===== config.mk =====
export PLATFORM = sky130hd
export DESIGN_NAME = clock_page_replacement_core
export DESIGN_NICKNAME = d
export VERILOG_FILES = /design/src/rtl/crp_pkg.sv /design/src/rtl/crp_cell.sv /design/src/rtl/crp_ctrl.sv /design/src/rtl/clock_page_replacement_core.sv
export VERILOG_INCLUDE_DIRS = /design/src /design/src/rtl
export SDC_FILE = /design/constraint.sdc
export NUM_CORES = 2
export LEC_CHECK = 0
export ABC_AREA = 1
export BUFFER_PORTS_ARGS = -buffer_cell sky130_fd_sc_hd__buf_2
export CAP_MARGIN = 20
export CORE_MARGIN = 2
export CORE_UTILIZATION = 42
export CTS_BUF_LIST = sky130_fd_sc_hd__clkbuf_4
export CTS_CLUSTER_DIAMETER = 60
export DETAILED_ROUTE_END_ITERATION = 10
export GPL_ROUTABILITY_DRIVEN = 0
export SYNTH_ARGS = -nofsm -noshare
export SYNTH_HDL_FRONTEND = slang
export SYNTH_SLANG_ARGS = --single-unit

===== constraint.sdc =====
create_clock -name clock -period 5.95 [get_ports clock]
set_clock_uncertainty 0.15 [all_clocks]
set_input_delay 0.595 -clock clock [delete_from_list [all_inputs] [get_ports clock]]
set_output_delay 0.595 -clock clock [all_outputs]
set_load 0.05 [all_outputs]

===== src/rtl/assert_macros.svh =====
// ----------------------------------------------------------------------------
// Assertion macros
// Shared concurrent assertion forms used across the RTL.
// ----------------------------------------------------------------------------
`ifndef ASSERT_MACROS_SVH
`define ASSERT_MACROS_SVH

// Condition holds at every clock edge outside reset.
`define ASSERT_ALWAYS(label, clk, rst, expr) \
   label: assert property (@(posedge clk) disable iff (rst) (expr)) \
      else $error("invariant violated");

// Consequent holds in the same cycle as the antecedent.
`define ASSERT_IMPLY(label, clk, rst, ante, cons) \
   label: assert property (@(posedge clk) disable iff (rst) (ante) |-> (cons)) \
      else $error("implication violated");

// Consequent holds in the cycle after the antecedent.
`define ASSERT_NEXT(label, clk, rst, ante, cons) \
   label: assert property (@(posedge clk) disable iff (rst) (ante) |=> (cons)) \
      else $error("next-cycle implication violated");

`endif


===== src/rtl/crp_pkg.sv =====
// ----------------------------------------------------------------------------
// crp_pkg
// Types and constants shared by the clock page replacement core.
// ----------------------------------------------------------------------------
`default_nettype none

package crp_pkg;

   localparam int NUM_SLOTS = 64;
   localparam int FRAME_W   = 16;
   localparam int TYPE_W    = 2;
   localparam int OCC_W     = 7;
   localparam int CAP_W     = 7;
   localparam int CNT_W     = $clog2(NUM_SLOTS + 1);
   localparam int CMP_W     = (CNT_W > CAP_W) ? CNT_W : CAP_W;

   localparam logic [CAP_W-1:0] CAP_RESET = CAP_W'(64);

   typedef enum logic [TYPE_W-1:0] {
      REQ_INSERT = 2'd0,
      REQ_REMOVE = 2'd1,
      REQ_VICTIM = 2'd2,
      REQ_UNUSED = 2'd3
   } crp_req_code_type;

   // Operation applied to the whole cell row in the same cycle.
   typedef enum logic [2:0] {
      CELL_HOLD,
      CELL_ROTATE,
      CELL_DELETE,
      CELL_APPEND,
      CELL_OVERWRITE
   } crp_op_type;

   typedef struct packed {
      logic               valid;
      logic               refd;
      logic [FRAME_W-1:0] frame;
   } crp_entry_type;

   typedef struct packed {
      crp_op_type         op;
      logic               refd;
      logic [FRAME_W-1:0] frame;
   } crp_cmd_type;

   typedef struct packed {
      logic             busy;
      logic [CNT_W-1:0] count;
   } crp_status_type;

endpackage

`default_nettype wire


===== src/rtl/crp_cell.sv =====
// ----------------------------------------------------------------------------
// crp_cell
// One ring position: frame id, reference bit and occupancy, shifted toward
// the head under command of the sequencer.
// ----------------------------------------------------------------------------
`default_nettype none

module crp_cell (
   input  wire logic                  clock,
   input  wire logic                  reset,
   input  wire crp_pkg::crp_cmd_type   cmd,
   input  wire crp_pkg::crp_entry_type head,
   input  wire crp_pkg::crp_entry_type next,
   input  wire logic                  prev_valid,
   input  wire logic                  head_sel,
   output crp_pkg::crp_entry_type      entry
);
   import crp_pkg::*;

   logic               valid_ff, valid_in;
   logic               refd_ff, refd_in;
   logic [FRAME_W-1:0] frame_ff, frame_in;
   logic               tail;

   // last occupied cell of the row
   assign tail = valid_ff && !next.valid;

   always_comb begin
      valid_in = valid_ff;
      refd_in  = refd_ff;
      frame_in = frame_ff;
      case (cmd.op)
         CELL_ROTATE: begin
            if (tail) begin
               valid_in = 1'b1;
               refd_in  = cmd.refd;
               frame_in = head.frame;
            end else if (valid_ff) begin
               valid_in = next.valid;
               refd_in  = next.refd;
               frame_in = next.frame;
            end
         end
         CELL_DELETE: begin
            valid_in = next.valid;
            refd_in  = next.refd;
            frame_in = next.frame;
         end
         CELL_APPEND: begin
            if (!valid_ff && prev_valid) begin
               valid_in = 1'b1;
               refd_in  = 1'b0;
               frame_in = cmd.frame;
            end
         end
         CELL_OVERWRITE: begin
            if (head_sel) begin
               refd_in  = cmd.refd;
               frame_in = cmd.frame;
            end
         end
         default: begin
         end
      endcase
   end

   always_ff @(posedge clock) begin
      if (reset) begin
         valid_ff <= 1'b0;
         refd_ff  <= 1'b0;
      end else begin
         valid_ff <= valid_in;
         refd_ff  <= refd_in;
      end
   end

   always_ff @(posedge clock) begin
      frame_ff <= frame_in;
   end

   assign entry.valid = valid_ff;
   assign entry.refd  = refd_ff;
   assign entry.frame = frame_ff;

endmodule

`default_nettype wire


===== src/rtl/crp_ctrl.sv =====
// ----------------------------------------------------------------------------
// crp_ctrl
// Request sequencer: scans the ring through the head cell, runs the hand
// sweep, holds capacity and the result register.
// ----------------------------------------------------------------------------
`default_nettype none

module crp_ctrl (
   input  wire logic                           clock,
   input  wire logic                           reset,
   input  wire logic                           req_valid,
   output logic                                req_stall,
   input  wire logic [crp_pkg::TYPE_W-1:0]     req_type,
   input  wire logic [crp_pkg::FRAME_W-1:0]    req_frame_id,
   output logic                                rsp_valid,
   input  wire logic                           rsp_stall,
   output logic [crp_pkg::FRAME_W-1:0]         rsp_victim_frame,
   output logic                                rsp_victim_valid,
   output logic                                rsp_was_present,
   output logic [crp_pkg::OCC_W-1:0]           rsp_occupancy,
   input  wire logic                           csr_wr_en,
   input  wire logic [crp_pkg::CAP_W-1:0]      csr_wr_data,
   input  wire crp_pkg::crp_entry_type          head,
   output crp_pkg::crp_cmd_type                 cmd,
   output crp_pkg::crp_status_type              status
);
   import crp_pkg::*;

   typedef enum logic [1:0] {
      ST_IDLE,
      ST_SCAN,
      ST_SWEEP,
      ST_FINISH
   } state_type;

   state_type          state_ff, state_in;
   crp_req_code_type   kind_ff, kind_in;
   logic [FRAME_W-1:0] id_ff, id_in;
   logic [CNT_W-1:0]   n_ff, n_in;
   logic [CNT_W-1:0]   step_ff, step_in;
   logic [CNT_W-1:0]   count_ff, count_in;
   logic [CAP_W-1:0]   capacity_ff, capacity_in;
   logic               found_ff, found_in;
   logic               append_ff, append_in;
   logic [FRAME_W-1:0] vframe_ff, vframe_in;
   logic               vvalid_ff, vvalid_in;
   logic               rsp_valid_ff, rsp_valid_in;
   logic [FRAME_W-1:0] rsp_frame_ff, rsp_frame_in;
   logic               rsp_vvalid_ff, rsp_vvalid_in;
   logic               rsp_present_ff, rsp_present_in;
   logic [OCC_W-1:0]   rsp_occ_ff, rsp_occ_in;

   logic accept;
   logic out_free;
   logic match;
   logic last_step;
   logic cap_ok;

   assign accept    = req_valid && (state_ff == ST_IDLE);
   assign out_free  = !rsp_valid_ff || !rsp_stall;
   assign match     = head.valid && (head.frame == id_ff);
   assign last_step = (step_ff == (n_ff - CNT_W'(1)));
   assign cap_ok    = (count_ff < CNT_W'(NUM_SLOTS)) &&
                      (CMP_W'(count_ff) < CMP_W'(capacity_ff));

   always_comb begin
      state_in       = state_ff;
      kind_in        = kind_ff;
      id_in          = id_ff;
      n_in           = n_ff;
      step_in        = step_ff;
      count_in       = count_ff;
      capacity_in    = csr_wr_en ? csr_wr_data : capacity_ff;
      found_in       = found_ff;
      append_in      = append_ff;
      vframe_in      = vframe_ff;
      vvalid_in      = vvalid_ff;
      rsp_valid_in   = rsp_valid_ff && rsp_stall;
      rsp_frame_in   = rsp_frame_ff;
      rsp_vvalid_in  = rsp_vvalid_ff;
      rsp_present_in = rsp_present_ff;
      rsp_occ_in     = rsp_occ_ff;
      cmd.op         = CELL_HOLD;
      cmd.refd       = 1'b0;
      cmd.frame      = id_ff;

      case (state_ff)
         ST_IDLE: begin
            if (accept) begin
               kind_in   = crp_req_code_type'(req_type);
               id_in     = req_frame_id;
               n_in      = count_ff;
               step_in   = '0;
               found_in  = 1'b0;
               append_in = 1'b0;
               vframe_in = '0;
               vvalid_in = 1'b0;
               case (crp_req_code_type'(req_type))
                  REQ_INSERT: begin
                     if (count_ff != '0) begin
                        state_in = ST_SCAN;
                     end else begin
                        append_in = 1'b1;
                        state_in  = ST_FINISH;
                     end
                  end
                  REQ_REMOVE: begin
                     state_in = (count_ff != '0) ? ST_SCAN : ST_FINISH;
                  end
                  REQ_VICTIM: begin
                     state_in = (count_ff != '0) ? ST_SWEEP : ST_FINISH;
                  end
                  default: begin
                     state_in = ST_FINISH;
                  end
               endcase
            end
         end

         // One ring entry passes the head per cycle; a full lap restores the hand.
         ST_SCAN: begin
            step_in  = step_ff + CNT_W'(1);
            found_in = found_ff || match;
            if (match && (kind_ff == REQ_REMOVE)) begin
               cmd.op   = CELL_DELETE;
               count_in = count_ff - CNT_W'(1);
            end else begin
               cmd.op   = CELL_ROTATE;
               cmd.refd = head.refd || (match && (kind_ff == REQ_INSERT));
            end
            if (last_step) begin
               if ((kind_ff == REQ_INSERT) && !(found_ff || match)) begin
                  if (cap_ok) begin
                     append_in = 1'b1;
                     state_in  = ST_FINISH;
                  end else begin
                     state_in = ST_SWEEP;
                  end
               end else begin
                  state_in = ST_FINISH;
               end
            end
         end

         // Second chance: clear and pass referenced entries, then overwrite or delete the head.
         ST_SWEEP: begin
            if (head.refd) begin
               cmd.op   = CELL_ROTATE;
               cmd.refd = 1'b0;
            end else begin
               if (kind_ff == REQ_VICTIM) begin
                  cmd.op    = CELL_DELETE;
                  vframe_in = head.frame;
                  vvalid_in = 1'b1;
                  count_in  = count_ff - CNT_W'(1);
               end else begin
                  cmd.op   = CELL_OVERWRITE;
                  cmd.refd = 1'b1;
               end
               state_in = ST_FINISH;
            end
         end

         ST_FINISH: begin
            if (out_free) begin
               if (append_ff) begin
                  cmd.op   = CELL_APPEND;
                  count_in = count_ff + CNT_W'(1);
               end
               rsp_valid_in   = 1'b1;
               rsp_frame_in   = vframe_ff;
               rsp_vvalid_in  = vvalid_ff;
               rsp_present_in = found_ff;
               rsp_occ_in     = append_ff ? OCC_W'(count_ff + CNT_W'(1)) : OCC_W'(count_ff);
               state_in       = ST_IDLE;
            end
         end

         default: begin
            state_in = ST_IDLE;
         end
      endcase
   end

   always_ff @(posedge clock) begin
      if (reset) begin
         state_ff     <= ST_IDLE;
         count_ff     <= '0;
         capacity_ff  <= CAP_RESET;
         rsp_valid_ff <= 1'b0;
      end else begin
         state_ff     <= state_in;
         count_ff     <= count_in;
         capacity_ff  <= capacity_in;
         rsp_valid_ff <= rsp_valid_in;
      end
      kind_ff        <= kind_in;
      id_ff          <= id_in;
      n_ff           <= n_in;
      step_ff        <= step_in;
      found_ff       <= found_in;
      append_ff      <= append_in;
      vframe_ff      <= vframe_in;
      vvalid_ff      <= vvalid_in;
      rsp_frame_ff   <= rsp_frame_in;
      rsp_vvalid_ff  <= rsp_vvalid_in;
      rsp_present_ff <= rsp_present_in;
      rsp_occ_ff     <= rsp_occ_in;
   end

   assign req_stall        = (state_ff != ST_IDLE);
   assign rsp_valid        = rsp_valid_ff;
   assign rsp_victim_frame = rsp_frame_ff;
   assign rsp_victim_valid = rsp_vvalid_ff;
   assign rsp_was_present  = rsp_present_ff;
   assign rsp_occupancy    = rsp_occ_ff;
   assign status.busy      = (state_ff != ST_IDLE);
   assign status.count     = count_ff;

endmodule

`default_nettype wire


===== src/rtl/clock_page_replacement_core.sv =====
// Sequence: a request is taken in idle; insert and remove scan a full lap of
//   the n current entries, the hand sweep visits up to n+1 entries, and a
//   finish state answers once the output is free. One transaction at a time.
// The scan and sweep rate is set by the single head cell, one entry per cycle.
// Reset (synchronous, active high): empty ring, hand at head, capacity 64.
// ----------------------------------------------------------------------------
// clock_page_replacement_core
// Clock (second-chance) page replacer built as a row of shifting cells.
// ----------------------------------------------------------------------------
`default_nettype none

`include "assert_macros.svh"

module clock_page_replacement_core (
   input  wire logic                        clock,
   input  wire logic                        reset,
   input  wire logic                        req_valid,
   output logic                             req_stall,
   input  wire logic [crp_pkg::TYPE_W-1:0]  req_type,
   input  wire logic [crp_pkg::FRAME_W-1:0] req_frame_id,
   output logic                             rsp_valid,
   input  wire logic                        rsp_stall,
   output logic [crp_pkg::FRAME_W-1:0]      rsp_victim_frame,
   output logic                             rsp_victim_valid,
   output logic                             rsp_was_present,
   output logic [crp_pkg::OCC_W-1:0]        rsp_occupancy,
   input  wire logic                        csr_wr_en,
   input  wire logic [crp_pkg::CAP_W-1:0]   csr_wr_data
);
   import crp_pkg::*;

   // The ring is kept in hand order: cell 0 is always the entry under the
   // hand, cell 1 the one after it, and so on; occupied cells are packed at
   // the low end. Moving the hand is a rotate: every occupied cell takes its
   // upper neighbor and the last occupied cell takes the old head. Slot
   // numbers of a linked-list layout are never visible, so order alone is
   // kept.
   //
   // Lookup runs as a full lap of rotations while the sequencer compares the
   // head against the requested id. A lap of n steps brings the original
   // head back to cell 0. A touch sets the reference bit as the hit entry
   // passes to the tail; a remove replaces that rotate with a delete (row
   // shifts down, tail empties), and the remaining n-1-k rotations of the
   // shorter ring land the hand on the removed entry's successor when the
   // head itself was removed.
   //
   // A new id goes just before the hand, which is simply the first free
   // cell. The sweep rotates while the head is referenced, clearing the bit
   // on the way to the tail; a full insert then overwrites the head, and a
   // victim transaction deletes it.

   crp_entry_type  cell_q     [NUM_SLOTS];
   crp_entry_type  next_entry [NUM_SLOTS];
   logic           prev_valid [NUM_SLOTS];
   logic [NUM_SLOTS-1:0] valid_vec;
   crp_cmd_type    cmd;
   crp_status_type status;

   crp_ctrl u_ctrl (
      .clock            (clock),
      .reset            (reset),
      .req_valid        (req_valid),
      .req_stall        (req_stall),
      .req_type         (req_type),
      .req_frame_id     (req_frame_id),
      .rsp_valid        (rsp_valid),
      .rsp_stall        (rsp_stall),
      .rsp_victim_frame (rsp_victim_frame),
      .rsp_victim_valid (rsp_victim_valid),
      .rsp_was_present  (rsp_was_present),
      .rsp_occupancy    (rsp_occupancy),
      .csr_wr_en        (csr_wr_en),
      .csr_wr_data      (csr_wr_data),
      .head             (cell_q[0]),
      .cmd              (cmd),
      .status           (status)
   );

   // Neighbor wiring: each cell sees the cell above it and whether the cell
   // below it is occupied. The top cell sees an empty neighbor; cell 0 acts
   // as if something below it is occupied so it takes the first append.
   for (genvar i = 0; i < NUM_SLOTS; i++) begin : g_cell
      if (i == NUM_SLOTS - 1) begin : g_top
         assign next_entry[i] = '0;
      end else begin : g_mid
         assign next_entry[i] = cell_q[i+1];
      end
      if (i == 0) begin : g_head
         assign prev_valid[i] = 1'b1;
      end else begin : g_rest
         assign prev_valid[i] = cell_q[i-1].valid;
      end
      assign valid_vec[i] = cell_q[i].valid;

      crp_cell u_cell (
         .clock      (clock),
         .reset      (reset),
         .cmd        (cmd),
         .head       (cell_q[0]),
         .next       (next_entry[i]),
         .prev_valid (prev_valid[i]),
         .head_sel   (i == 0),
         .entry      (cell_q[i])
      );
   end

   // Occupied cells and the sequencer's count must agree.
   `ASSERT_ALWAYS(a_count_matches_cells, clock, reset, $countones(valid_vec) == int'(status.count))
   // Occupied cells stay packed at the low end of the row.
   `ASSERT_ALWAYS(a_cells_packed, clock, reset, ((valid_vec >> 1) & ~valid_vec) == '0)
   // An accepted transaction always takes the sequencer out of idle.
   `ASSERT_NEXT(a_accept_busy, clock, reset, req_valid && !req_stall, status.busy)
   // A victim result never also reports a found id.
   `ASSERT_IMPLY(a_victim_excl, clock, reset, rsp_valid && rsp_victim_valid, !rsp_was_present)

endmodule

`default_nettype wire

# Word-level counts from Yosys, hierarchy flattened

Cells that the tools add are included.

$add $sub $neg: 4
$lt $le $gt $ge: 2
Equal/unequal tests: 151
Mux-type cells: 809
Reduce and logical (&&, ||, !) cells: 285

Operators with widths:

| kind                | count |
|---|---|
| $mux 16             | 194 |
| $pmux 16 s3         | 63 |
| $mux 1              | 397 |
| $pmux 1 s3          | 127 |
| $reduce_and 3->1    | 64 |
| $ne 3x1->1 const B  | 63 |
| $ne 2x1->1 const B  | 72 |
| $reduce_and 2->1    | 66 |
| $logic_and 1x1->1   | 70 |
| $logic_not 1->1     | 66 |
| $pmux 16 s4         | 1 |
| $mux 7              | 6 |
| $pmux 16 s2         | 1 |
| $pmux 7 s3          | 1 |
| $eq 16x16->1        | 1 |
| $add 7x1->7 const B | 2 |
| $mux 2              | 7 |
| $pmux 7 s2          | 1 |
| $sub 7x1->7 const B | 2 |
| $reduce_and 4->1    | 3 |
| $reduce_and 5->1    | 2 |
| $pmux 3 s3          | 1 |
| $eq 2x2->1 const B  | 4 |
| $pmux 1 s2          | 4 |
| other kinds (20)    | 33 |

Flip-flop bits (word level): 1245
Input bits: 30
Output and inout port bits: 27

# Logic depth before layout (Yosys ltp)

Depth after elaboration: 8
Mapped depth: 19
Mapped depth without buffers: 18

# Cells and area by module

A second synthesis with hierarchy kept.

Cell total of the unflattened synthesis: 9390
Area, all modules: 85634.6 um^2

By module, submodules not included:

| module                           | instances | cells an instance | area each (um^2) | sequential area each (um^2) |
|---|---|---|---|---|
| crp_cell at g_cell[0].u_cell ... | 63        | 138               | 1265.0           | 520.5 |
| crp_ctrl                         | 1         | 514               | 4623.2           | 2622.5 |
| crp_cell at g_cell[22].u_cell    | 1         | 180               | 1311.3           | 520.5 |
| clock_page_replacement_core      | 1         | 2                 | 7.5              | 0.0 |

# Worst setup path after synthesis

OpenSTA, ideal clock, no wires.

Path type: reg2reg
Start: reg u_ctrl.state_ff[0]
End: reg g_cell[0].u_cell.frame_ff[0] (enable)
Library setup time: 0.394 ns
Arrival: 3.869 ns
Required time: 5.406 ns
Setup slack: 1.536 ns
Cell stages (with the launch flop): 14
Buffers on the path: 2
Clock period less this slack: 4.414 ns
Cells stage by stage: dfxtp_1 > ha_1 > buf_2 > inv_2 > a21oi_1 > nand2_1 > o31ai_1 > nand2_1 > nand2_1 > nand2_4 > buf_2 > nand3_1 > nand2_1 > a21oi_1

Longest elaborated chain between the ends: 5
Elaborated cells on any way between the ends: 13
Classes of those cells: 10 x eq/ne; 1 x mux; 2 x reduce/logical

RTL lines:

| what                                               | line            | RTL |
|---|---|---|
| from (decl)                                        | crp_ctrl.sv:36  | `state_type state_ff, state_in;` |
| from (signal assigned)                             | crp_ctrl.sv:192 | `state_ff <= state_in;` |
| $eq 2x2->1 / $eq 2x1->1 (equally long branches)    | crp_ctrl.sv:87  | `case (state_ff)` |
| $pmux 3 s3 *                                       | crp_ctrl.sv:87  |  |
| $eq 3x2->1, or another cell as far along           | crp_cell.sv:32  | `case (cmd.op)` |
| $ne 2x2->1 (no line), or another cell as far along | n/a             |  |
| $reduce_and 4->1 (no line) *                       | n/a             |  |
| to (signal assigned)                               | crp_cell.sv:78  | `frame_ff <= frame_in;` |
| to (decl)                                          | crp_cell.sv:22  | `logic [FRAME_W-1:0] frame_ff, frame_in;` |

Every way passes the cells marked *; elsewhere a longest branch is shown, timed or not.
A chain may end at the register's enable or synchronous reset.

# Final worst setup path

Start: reg g_cell[0].u_cell.frame_ff[15]
End: reg g_cell[31].u_cell.frame_ff[14], data pin

Longest elaborated chain between the ends: 7
Elaborated cells on any way between the ends: 9
Classes of those cells: 4 x eq/ne; 3 x mux; 2 x reduce/logical

RTL lines:

| what                                            | line            | RTL |
|---|---|---|
| $eq 16x16->1 *                                  | crp_ctrl.sv:61  | `assign match = head.valid && (head.frame == id_ff);` |
| $logic_and 1x1->1 *                             | crp_ctrl.sv:61  |  |
| $logic_and 1x1->1 *                             | crp_ctrl.sv:124 | `if (match && (kind_ff == REQ_REMOVE)) begin` |
| $mux 2 *                                        | crp_ctrl.sv:124 |  |
| $pmux 3 s3 *                                    | crp_ctrl.sv:87  |  |
| $eq 3x2->1 / $eq 3x1->1 (equally long branches) | crp_cell.sv:32  |  |
| $pmux 16 s3 *                                   | crp_cell.sv:32  |  |
| net g_cell[31].u_cell.frame_in[14]              | crp_cell.sv:22  |  |
| to (signal assigned)                            | crp_cell.sv:78  |  |
| to (decl)                                       | crp_cell.sv:22  |  |

The timed path passes the listed nets; every way through them passes the cells marked *.

==> key figures <==
Final layout
  – Layout cells sized above 1: 0.1106
  – Layout area overhead: 10.35%
  – Commonest non-fill, non-tap cell in the layout: nand2_1
  – Fillers: 14657
  – Final instance area: 0.07245 mm^2
  – Multi-input logic area: 0.02591 mm^2
  – Most frequent cells in the layout: nand2_1, edfxtp_1, nand3_1
  – Register area: 0.03593 mm^2
  – Final #Nets: 7503

Power and ir drop
  – NetSw: 0.01262 W
  – Switching Share: 0.3661
  – Power Dens Cells: 476.0 mW/mm^2
  – Clock share of power: 0.232
  – Static leakage: 25.10 nW
  – Reg power frac: 0.461
  – Comb pwr share: 0.307
  – Int Power: 0.02186 W
  – VDD IR max: 277.2 uV

Placed design
  – Post-DP Area: 0.06724 mm^2
  – Post-detail-place hpwl: 98430 um
  – # port buffers: 56

STA
  – Endpoints failing setup: 0
  – Fin crit period: 4.867 ns
  – TNS Setup: 0 ns
  – Relative slew slack: 0.2271
  – Max Freq: 0.2055 GHz
  – Slew @ Worst Pin: 1.159 ns
  – Hold Vio Cnt, Final: 0
  – RSZ-0062 raised after global routing: false
  – Period utilization: 0.8180
  – Slew Limit Fails: 0

Logic synthesis
  – Seq/Total Area, Yosys: 0.5473
  – Distinct cells, synth: 35
  – Syn nets: 7574
  – Yosys warning total: 0
  – Asr flop ratio synth: 0
  – Primary FF master, synth: edfxtp_1
  – Mapped Area: 0.06565 mm^2
  – Synthesis-stage register bit count: 1245
  – Synth Instances: 7530
  – Syn_area_per_cell: 8.719 um^2
  – EDFF count, synth: 1100

Clock tree
  – Buffer depth of the longest clock path: 4
  – Clk sinks: 1245
  – Post-CTS sizing: 0
  – Clk root buf: clkbuf_4
  – Post-CTS Setup Repair Bufs: 0
  – CTS tree: built
  – Clock slew at reported path FFs: 0.07 ns
  – Htree depth: 5
  – Inserted Clock Buffers: 358
  – Clk Latency, worst-skew pair: 1.35 ns

Setup path
  – CP Launch Type: flop
  – CP delay by family, top: simple AND/OR/NAND/NOR gates
  – R2R cell count: 13
  – CP max stage delay: 0.79 ns
  – Critical path cell sequence: clkinv_2, a21oi_1, nand3_1, nor2_1, nand2_1, nor2_2, nand3_1, nand2_1, nand2_8, nor2_4, nand2_4, buf_4, nand3_1
  – Most used cell, CP: nand3_1
  – Setup Crit Path Kind: reg -> reg
  – Worst r2r dst: g_cell[31].u_cell.frame_ff[14]$_DFFE_PP_
  – Worst Path Max Fanout: 52
  – R2r setup slk: 1.08 ns
  – Max stage delay cell, worst path: nand2_4
  – Crit path DAT: 5.81 ns
  – Crit end category: flop
  – Worst flop-to-flop path startpoint: g_cell[0].u_cell.frame_ff[15]$_DFFE_PP_
  – Worst Path Required: 6.89 ns
  – Critical path buffers and inverters: 2

Flow run
  – Max Cap Viol: 0

Die
  – Die Ht: 399.4 um
  – IO Pins: 57
  – Chip Width: 399.4 um
  – Core Area: 0.1557 mm^2
  – Starting density of the core: 0.4218
  – Num rows: 145
  – Full die area: 0.1595 mm^2

Detailed routing
  – DR iter-0 viols: 5874
  – DR pass1 iterations: 5
  – Routed wire length: 187900 um
  – ANT nets after route: 0
  – Via density: 5.694
  – Routed via count: 55655
  – WL per Instance: 19.22 um
  – Residual DRC: 0

GRT
  – Gr usage total: 0.2326
  – Global-route wire length before repair: 297500 um
  – Initial antenna violation count: 4
  – Grt ovf: 0
  – Vias in the first global route: 52447
  – Largest net degree at the start of global routing: 207

Worst hold path
  – Hold Path Class: in -> reg
  – Worst hold path endpoint: g_cell[45].u_cell.valid_ff$_SDFFE_PP0P_
  – HP Start: reset
  – Worst hold path depth: 3

Status
  – Outcome: finished, final reports clean
==> power by group through the flow <==
stage / logic, W / registers (W) / clock network (W)
after floorplan: 0.00764 / 0.0154 / 0
after global placement: 0.0102 / 0.0159 / 0
after detailed placement: 0.0105 / 0.0160 / 0
after CTS: 0.0106 / 0.0159 / 0.00817
after global routing: 0.0118 / 0.0162 / 0.00863
final: 0.0106 / 0.0159 / 0.00800
==> state kept, by name (all words and copies together) (netlist names), 2 cells and up <==
name	count
g_cell.u_cell.frame_ff	1024
g_cell.u_cell.refd_ff	64
g_cell.u_cell.valid_ff	64
u_ctrl.capacity_ff	7
u_ctrl.count_ff	7
u_ctrl.id_ff	16
u_ctrl.kind_ff	2
u_ctrl.n_ff	7
u_ctrl.rsp_occupancy	7
u_ctrl.rsp_victim_frame	16
u_ctrl.state_ff	2
u_ctrl.step_ff	7
u_ctrl.vframe_ff	16
==> worst reg2reg max path: cells and delay by family, from the launching register on <==
family	cells	cell delay, ns
AND/OR/NAND/NOR	10	2.61
buffers and inverters	2	1.06
flip-flops	1	0.40
AO/OA/AOI/OAI	1	0.38
==> cell usage after synthesis, types with 10 or more instances <==
cell type | instances | area, um^2
buf_2 | 140 | 700.7
inv_1 | 353 | 1325
xor2_1 | 11 | 96.34
o211ai_1 | 1040 | 7807
a21oi_1 | 94 | 470.5
clkbuf_1 | 491 | 1843
o21ai_1 | 38 | 190.2
nor2_1 | 242 | 908.4
nand2_1 | 2539 | 9530
ha_1 | 14 | 175.2
dfxtp_1 | 145 | 2903
edfxtp_1 | 1100 | 33030
a31oi_1 | 10 | 62.56
o21ai_0 | 145 | 725.7
buf_1 | 37 | 138.9
nand3_1 | 1068 | 5345
inv_2 | 17 | 63.81
buf_4 | 10 | 75.07
==> layer usage <==
layer	GRT usage	wire, um	vias up
met2	0.3567	83120	2144
met4	0.07358	4593	0
met3	0.04439	15370	311
met5	0	0	-
li1	-	-	26543
met1	0.3317	84780	26657
==> metrics by stage <==
stage / power, W / hold slack, ns / instances / setup slack (ns) / util
final: 0.03449 / 0.1897 / 9774 / 1.083 / 0.4654
after global placement: 0.02615 / 0.2533 / 9074 / 1.186 / 0.4310
after detailed placement: 0.02647 / 0.2545 / 9083 / 1.257 / 0.4320
after floorplan: 0.02308 / 0.2503 / 7530 / 1.536 / -
after global routing: 0.03670 / 0.1439 / 9774 / 0.7945 / 0.4654
after CTS: 0.03460 / 0.05881 / 9767 / 1.121 / 0.4648
==> layout make-up <==
class	instances	share of cell area
Inverter	371	0.01955
Sequential cell	1245	0.4960
Multi-Input combinational cell	5236	0.3577
Antenna cell	3	0.0001036
Tap cell	2058	0.03554
Clock buffer	554	0.05741
Timing Repair Buffer	247	0.03019
Clock inverter	60	0.003540
==> worst max path at each step <==
stage / start / to / slack [ns] / cells after the start
final: g_cell[0].u_cell.frame_ff[15]$_DFFE_PP_ / g_cell[31].u_cell.frame_ff[14]$_DFFE_PP_ / 1.08 / 13
after global routing: g_cell[0].u_cell.frame_ff[15]$_DFFE_PP_ / g_cell[48].u_cell.frame_ff[3]$_DFFE_PP_ / 0.79 / 13
after CTS: g_cell[0].u_cell.frame_ff[15]$_DFFE_PP_ / g_cell[31].u_cell.frame_ff[14]$_DFFE_PP_ / 1.12 / 13
after detailed placement: g_cell[0].u_cell.frame_ff[15]$_DFFE_PP_ / g_cell[48].u_cell.frame_ff[3]$_DFFE_PP_ / 1.26 / 13
after global placement: g_cell[0].u_cell.frame_ff[15]$_DFFE_PP_ / g_cell[48].u_cell.frame_ff[3]$_DFFE_PP_ / 1.19 / 13
after floorplan: u_ctrl.state_ff[0]$_SDFFE_PP0P_ / g_cell[0].u_cell.frame_ff[0]$_DFFE_PP_ / 1.54 / 13
==> logic make-up after synthesis <==
logic type               synth area share
AND/OR/NAND/NOR                    0.2423
AO/OA/AOI/OAI                      0.1428
flip-flops                         0.5473
buffers and inverters             0.06321
adder cells (fa/ha/maj)          0.002668
XOR/XNOR                         0.001734
==> repair_timing <==
item,in CTS,in global routing
hold endpoints to repair,98,0
hold buffers,70,0
endpoints found under the setup margin,0,0
No activity file was read; power rests on OpenSTA's default activity.
